## config.mk

```make
export PLATFORM = sky130hd
export DESIGN_NAME = mmst_cell
export DESIGN_NICKNAME = d
export VERILOG_FILES = /design/src/rtl/min_max_span_tracker_unit_defines.svh /design/src/rtl/mmst_pkg.sv /design/src/rtl/mmst_cell.sv
export SDC_FILE = /design/constraint.sdc
export NUM_CORES = 1
export LEC_CHECK = 0
export ABC_CLOCK_PERIOD_IN_PS = 7850
export BUFFER_PORTS_ARGS = -buffer_cell sky130_fd_sc_hd__buf_2
export CORE_ASPECT_RATIO = 0.9
export CORE_MARGIN = 5
export CORE_UTILIZATION = 30
export CTS_BUF_LIST = sky130_fd_sc_hd__clkbuf_8
export CTS_CLUSTER_SIZE = 24
export DETAILED_ROUTE_END_ITERATION = 10
export HOLD_SLACK_MARGIN = 0.08
export PLACE_DENSITY_LB_ADDON = 0.08
export SKIP_CTS_REPAIR_TIMING = 1
export SLEW_MARGIN = 10
export SYNTH_ARGS = -nofsm -noshare
export SYNTH_HDL_FRONTEND = slang
export SYNTH_SLANG_ARGS = --single-unit
```

## constraint.sdc

```tcl
create_clock -name i_clk -period 7.85 [get_ports i_clk]
set_clock_uncertainty 0.2 [all_clocks]
set_input_delay 1.9625 -clock i_clk [delete_from_list [all_inputs] [get_ports i_clk]]
set_output_delay 1.9625 -clock i_clk [all_outputs]
set_load 0.05 [all_outputs]
```

## src/rtl/min_max_span_tracker_unit_defines.svh

```systemverilog
// ----------------------------------------------------------------------------
// Span tracker assertion macros
// Concurrent check helpers; empty when SYNTH is defined.
// ----------------------------------------------------------------------------
`ifndef MIN_MAX_SPAN_TRACKER_UNIT_DEFINES_SVH
`define MIN_MAX_SPAN_TRACKER_UNIT_DEFINES_SVH

`ifndef SYNTH
`define MMST_ASSERT(name, prop) \
    name: assert property (@(posedge i_clk) disable iff (!i_rst_n) prop) \
        else $error("span tracker check failed");
`define MMST_NEVER(name, expr) \
    name: assert property (@(posedge i_clk) disable iff (!i_rst_n) !(expr)) \
        else $error("span tracker forbidden condition");
`else
`define MMST_ASSERT(name, prop)
`define MMST_NEVER(name, expr)
`endif

`endif

```

## src/rtl/mmst_pkg.sv

```systemverilog
// ----------------------------------------------------------------------------
// Span tracker package
// Shared codes, widths and the structs passed between cells.
// ----------------------------------------------------------------------------
package mmst_pkg;

    localparam int unsigned DEPTH_DEFAULT = 64;
    localparam logic [6:0]  CAP_RESET     = 7'd64;

    localparam logic [1:0] CMD_ADD    = 2'd0;
    localparam logic [1:0] CMD_REPEAT = 2'd1;
    localparam logic [1:0] CMD_QUERY  = 2'd2;

    localparam logic [1:0] ST_OK       = 2'd0;
    localparam logic [1:0] ST_OVERFLOW = 2'd1;
    localparam logic [1:0] ST_FEW      = 2'd2;

    localparam logic [31:0] BIAS    = 32'h8000_0000;
    localparam logic [32:0] NO_PAIR = {33{1'b1}};

    // Probe walking down the chain: new value and smallest gap so far
    typedef struct packed {
        logic        vld;
        logic [31:0] val;
        logic [6:0]  lim;
        logic [32:0] gap;
    } t_probe;

    // Store write broadcast: fill cells lo .. hi-1 with val
    typedef struct packed {
        logic        en;
        logic [31:0] val;
        logic [6:0]  lo;
        logic [7:0]  hi;
    } t_wr;

endpackage

```

## src/rtl/mmst_cell.sv

```systemverilog
// ----------------------------------------------------------------------------
// Span tracker cell
// Holds one stored value; folds its distance to the passing probe into the gap.
// ----------------------------------------------------------------------------
module mmst_cell #(
    parameter int unsigned IDX = 0
) (
    input  logic             i_clk,
    input  logic             i_rst_n,
    input  mmst_pkg::t_probe i_probe,
    input  mmst_pkg::t_wr    i_wr,
    output mmst_pkg::t_probe o_probe
);

    localparam logic [6:0] ID = 7'(IDX);

    logic [31:0] r_val;
    logic        r_vld;
    logic [31:0] r_pval;
    logic [6:0]  r_plim;
    logic [32:0] r_pgap;
    logic        occ;
    logic [31:0] delta;
    logic [32:0] n_gap;
    logic        wr_hit;

    assign occ    = i_probe.vld && (ID < i_probe.lim);
    assign delta  = (i_probe.val >= r_val) ? (i_probe.val - r_val) : (r_val - i_probe.val);
    assign n_gap  = (occ && ({1'b0, delta} < i_probe.gap)) ? {1'b0, delta} : i_probe.gap;
    assign wr_hit = i_wr.en && (ID >= i_wr.lo) && ({1'b0, ID} < i_wr.hi);

    always_ff @(posedge i_clk) begin
        if (wr_hit) begin
            r_val <= i_wr.val;
        end
    end

    always_ff @(posedge i_clk) begin
        if (!i_rst_n) begin
            r_vld <= 1'b0;
        end else begin
            r_vld <= i_probe.vld;
        end
    end

    // advance the probe payload one cell
    always_ff @(posedge i_clk) begin
        r_pval <= i_probe.val;
        r_plim <= i_probe.lim;
        r_pgap <= n_gap;
    end

    always_comb begin
        o_probe.vld = r_vld;
        o_probe.val = r_pval;
        o_probe.lim = r_plim;
        o_probe.gap = r_pgap;
    end

endmodule

```

==> results of run 1 <==
cells in the mapped netlist (all sizes together), types with 3 or more instances:
cell,n
a21boi,3
a21oi,88
nor4,9
or2,4
nand2b,6
or4,3
mux2,29
nor2,39
edfxtp,32
mux2i,15
o221ai,4
o21bai,8
nor3,18
nand2,46
o31ai,4
o21ai,62
xor2,13
a211oi,11
ha,94
clkbuf,18
o21a,6
xnor2,15
inv,109
or3,4
nand4,19
nand3,15
buf,17
a21o,16
dfxtp,73
o211ai,6
a211o,3
and2,7
a31oi,6
worst max path at each step:
stage	startpoint	to	slack, ns
2_1_floorplan	i_probe[40]	r_pgap[10]$_DFF_P_	0.92
3_3_place_gp	i_probe[40]	r_pgap[28]$_DFF_P_	0.50
3_5_place_dp	i_probe[40]	r_pgap[3]$_DFF_P_	0.28
4_1_cts	i_probe[40]	r_pgap[9]$_DFF_P_	0.70
5_1_grt	i_probe[40]	r_pgap[28]$_DFF_P_	0.28
6_report	i_probe[40]	r_pgap[9]$_DFF_P_	0.66
flip-flops by register name, indices dropped and copies added, names as in the netlist:
register	flops
r_pgap	33
r_pval	32
r_val	32
r_plim	7
r_vld	1
per-layer routing:
metal,track usage,share of wire,vias up
met5,0,0,-
met4,0.0322,0.0083,0
met3,0.0394,0.075,15
met2,0.237,0.39,249
met1,0.257,0.52,3007
li1,-,-,3338
cells in the final DEF, fill, tap and decap left out, types with 29 or more instances in the layout:
master and count:
edfxtp_1 32, o21ai_0 60, nand2_1 45, nor2_1 39, mux2_2 29, buf_2 195
dfxtp_1 73, ha_1 94, inv_1 110, a21oi_1 84
worst reg2reg max path: cells and delay by family, from the launching register on:
| family | cells | cell delay (ns) |
|---|---|---|
| AOI/OAI and AO/OA | 9 | 2.12 |
| xor gates and xnor gates | 1 | 0.22 |
| adders and majority gates | 3 | 0.87 |
| buffers and inverters | 2 | 0.26 |
| DFF | 1 | 0.37 |
| muxes | 2 | 0.58 |
| and+or+nand+nor | 4 | 1.11 |
final cells by class:
cell class	count	area [µm²]
clock inverter	7	77.6
inverter	109	409
sequential	105	2420
fill	2572	15300
multi-input combinational	585	4330
tap	308	385
timing repair buffer	211	1110
clock buffer	9	124
through the flow:
stage,hold WS [ns],std cells,power [mW],util
6_report,0.489,1334,1.47,0.366
4_1_cts,0.500,1334,1.50,0.366
2_1_floorplan,0.391,834,0.967,-
5_1_grt,0.555,1334,1.57,0.366
3_3_place_gp,0.512,1318,1.12,0.358
3_5_place_dp,0.493,1318,1.12,0.358
power breakdown:
group	internal, mW	switching (mW)
Sequential	0.595	0.00942
Combinational	0.168	0.338
Clock	0.151	0.211
Total	0.915	0.559
cells by family (layout without fill, tap and decap cells):
logic type | count (synthesis) | after routing | share of synthesized area
simple gates | 179 | 179 | 0.122
fa+ha+maj | 96 | 96 | 0.166
flops | 105 | 105 | 0.330
buf+inv | 144 | 336 | 0.0802
compound gates | 238 | 238 | 0.203
xor+xnor | 28 | 28 | 0.0334
mux | 44 | 44 | 0.0650
==> reports/metrics.cfg, run 1 <==
[critical_path]
path_cells = buf_2, inv_1, ha_1, inv_1, fa_1, a211o_1, a211o_1, a21oi_4, a21o_1, a21oi_4, nor2_1, mux2i_1, xor2_1, ha_1, a21oi_1, o21ai_0, a2111oi_0, a21oi_1, nor3_1, nor3_1, or3_1, buf_12, mux2_2
r2r_cells = 21
timing.rr.end = r_pgap[9]$_DFF_P_
path_class = in2reg
startpoint_type = input pin
worst-path-buf-inv = 4
crit_fanout = 27
endpoint_kind = register
critical_path_arrival_ns = 7.28
cp_slowest_cell = nor2_1
cpPeakStageDelay_ns = 0.48
cp.depth = 23
path_delay_family = compound AO/OA/AOI/OAI gates
required_ns = 7.94
r2r_slack_ns = 2.01
r2r_start = r_val[0]$_DFFE_PP_

[routing]
drcViolationCount = 0
first_pass_iters = 5
drtIter0Drc = 368
wl_um = 23100
routedWlPerCell_um = 17.3
ant_nets = 0
vias = 6609
via_per_inst = 4.95

[global_routing]
grt_overflow = 0
grt_pass1_wl_um = 36800
antenna_found_initial = 0
grt.total_usage = 0.167
grt_pass1_vias = 6596
grt_max_degree = 33

[synth]
ys_types = 67
netlist_instances = 834
ys_warn_count = 0
synthTopCellsByArea = dfxtp_1 (20%), ha_1 (16%), edfxtp_1 (13%)
synth-seq-cells = 105
yosysSeqAreaShare = 0.330
yosys.area.top_type = dfxtp_1
syn-num-nets = 1053
synth_area_um2 = 7330
ys_async_sr_fraction = 0
synthDominantCellAreaShare = 0.199
synth_ff_type = dfxtp_1
synthesis.area_per_instance_um2 = 8.79
synth-edff-count = 32

[floorplanning]
fp.dieH_um = 158
core_um2 = 24200
die-width_um = 175
num_rows = 54
initial_core_util = 0.303
die_area_um2 = 27700
io_pins = 196

[place]
post_dp_cell_area_um2 = 8660
place_ws_ns = 0.279
post-dp-hpwl_um = 19200
place.gp.congestion = 0.857
port_buffers = 195

[sta]
slew_headroom = 0.540
setup_viol = 0
rsz0062_at_grt = false
hold_viol = 0
finalCritPeriodShare = 0.916
layout_setup_ws_ns = 0.657
slew_violations = 0
fmax_mhz = 139
setup-tns-final_ns = 0
tightest_slew_ns = 0.683
period_needed_ns = 7.19

[final_layout]
drive_gt1_frac = 0.263
postLayoutCellArea_um2 = 8860
fin_nets = 1240
diodes = 0
syn_to_final_growth_pct = 20.8

[pwr]
leakage_nw = 4.24
irDropWorstVdd_uv = 64.3
power_density_nw_per_um2 = 166

[clock_tree]
cts_buffers = 9
clkSinkCount = 105
clockBufferDepth = 2
clkLatencyLatePin_ns = 0.39
cts_tree = built
clkSlewWorstSetupHoldPaths_ns = 0.11
htreeDepth = 3
cts_root_buf = clkbuf_8

[flow_run]
drv_cap = 0

[min_path]
hold_path_depth = 2
worstHoldStart = r_val[0]$_DFFE_PP_
whs_endpoint = r_pgap[0]$_DFF_P_
min_path_type = reg2reg

[outcome]
status = finished clean

Power figures use the tool's default switching activity.
==> run 2: changes to the inputs <==
REMOVE_ABC_BUFFERS = 1   (was default)
==> run 2 against run 1 <==
  * Wire length fell by 0.88%
  * Combinational power fell by 1%
  * Via count fell by 0.50%
  * Total power rose by 2.2%
==> reports/metrics.cfg, run 2 (synthesized netlist as in run 1, its figures left out) <==
[pwr]
total_power_mw = 1.51
irDropWorstVdd_uv = 99.3
sw_frac_of_total = 0.366
power_density_nw_per_um2 = 170
p_switching_mw = 0.552
pwr-share-comb = 0.332
pwr-share-seq = 0.402
cellInternalPower_mw = 0.955
leakage_nw = 4.25
p_clk_frac = 0.266

[final_layout]
final_common_cell = buf_2
regMostFlops = r_pgap
layout_common_cells = buf_2 (195), inv_1 (109), ha_1 (94), a21oi_1 (84), dfxtp_1 (73)
fin_nets = 1239
postLayoutCellArea_um2 = 8870
drive_gt1_frac = 0.263
top_regs = r_pgap: 33 flops, r_pval: 32 flops, r_val: 32 flops
finish.utilization = 0.367
largest_reg_flops = 33
fillerInstances = 2582
diodes = 0
syn_to_final_growth_pct = 21.0

[floorplanning]
num_rows = 54
die_area_um2 = 27700
die-width_um = 175
io_pins = 196
fp.dieH_um = 158
core_um2 = 24200
initial_core_util = 0.303

[sta]
hold_viol = 0
period_needed_ns = 7.16
hold_slack_ns = 0.457
tightest_slew_ns = 0.692
slew_headroom = 0.535
fmax_mhz = 140
setup_viol = 0
finalCritPeriodShare = 0.912
rsz0062_at_grt = false
slew_violations = 0
setup-tns-final_ns = 0

[global_routing]
grt.total_usage = 0.163
grt_pass1_wl_um = 35900
antenna_found_initial = 0
use_met3 = 0.0382
grtUsageMet1 = 0.252
grt_overflow = 0
grt.busiest_layer = met1
use_met2 = 0.227
grt_max_degree = 33
grt_pass1_vias = 6445

[place]
place.gp.congestion = 0.912
port_buffers = 195
post-dp-hpwl_um = 19000
post_dp_cell_area_um2 = 8640

[clock_tree]
cts_root_buf = clkbuf_8
cts_tree = built
clkSinkCount = 105
cts_buffers = 9
clkLatencyLatePin_ns = 0.39
htreeDepth = 3
clkSlewWorstSetupHoldPaths_ns = 0.11
clockBufferDepth = 2

[min_path]
min_path_type = reg2reg

[critical_path]
endpoint_kind = register
required_ns = 7.94
critical_path_arrival_ns = 7.25
path_class = in2reg
crit_fanout = 26
startpoint_type = input pin

[routing]
ant_nets = 0
routedWlPerCell_um = 17.2
drtIter0Drc = 408
drcViolationCount = 0
vias = 6576
first_pass_iters = 5
via_per_inst = 4.93
wl_um = 22900

[outcome]
status = finished clean

[flow_run]
drv_cap = 0

-- run 2: cell count changes in the layout (fill, tap and decap cells not counted), sizes merged --
cell	previous run	this run
buf	211	210
bufinv	1	2
clkbuf	9	10
clkinv	2	0
-- run 2: power groups by stage --
stage / sequential [mW] / combinational (mW) / clock [mW]
final: 0.605 / 0.500 / 0.401
after global routing: 0.610 / 0.546 / 0.446
after global placement: 0.619 / 0.500 / 0
after detailed placement: 0.618 / 0.500 / 0
after CTS: 0.606 / 0.502 / 0.424
after floorplan: 0.748 / 0.214 / 0
-- run 2: critical path, cell delays in order --
cell,delay [ns]
buf_2,0.11
inv_1,0.05
ha_1,0.15
inv_1,0.05
fa_1,0.41
a211o_1,0.30
a211o_1,0.33
a21oi_4,0.22
a21o_1,0.20
a21oi_4,0.07
nor2_1,0.48
mux2i_1,0.30
xor2_1,0.27
ha_1,0.30
a21oi_1,0.12
o21ai_0,0.17
a2111oi_0,0.42
a21oi_1,0.12
nor3_1,0.25
nor3_1,0.06
or3_1,0.32
buf_4,0.25
mux2_2,0.31
-- run 2: final cells by class --
type | count | area, µm² | share of cell area
multi-input cells | 585 | 4330 | 0.489
flip-flops and latches | 105 | 2420 | 0.273
repair buffers | 210 | 1090 | 0.123
inverters | 109 | 409 | 0.0461
well taps | 308 | 385 | 0.0434
clock buffers | 10 | 138 | 0.0155
clock inverters | 6 | 95.1 | 0.0107
-- run 2: path summary, 6_finish.rpt --
path / startpoint / end / slack (ns) / depth (start not counted)
worst max register to register: r_val[0]$_DFFE_PP_ / r_pgap[8]$_DFF_P_ / 2.05 / 21
worst min-delay path: r_val[0]$_DFFE_PP_ / r_pgap[0]$_DFF_P_ / 0.46 / 2
worst max-delay path: i_probe[40] / r_pgap[8]$_DFF_P_ / 0.69 / 23
worst min register to register: r_val[0]$_DFFE_PP_ / r_pgap[0]$_DFF_P_ / 0.46 / 2
-- run 2: layer usage --
layer / vias up / routed length (µm)
met5: - / 0
met1: 3006 / 12100
met3: 23 / 1420
met4: 0 / 314
met2: 225 / 9000
li1: 3322 / -
-- run 2: metrics by stage --
stage | std cells | setup slack [ns]
floorplan | 799 | 0.515
global placement | 1317 | 0.373
detailed placement | 1317 | 0.278
CTS | 1333 | 0.676
global route | 1333 | 0.143
finish | 1333 | 0.692
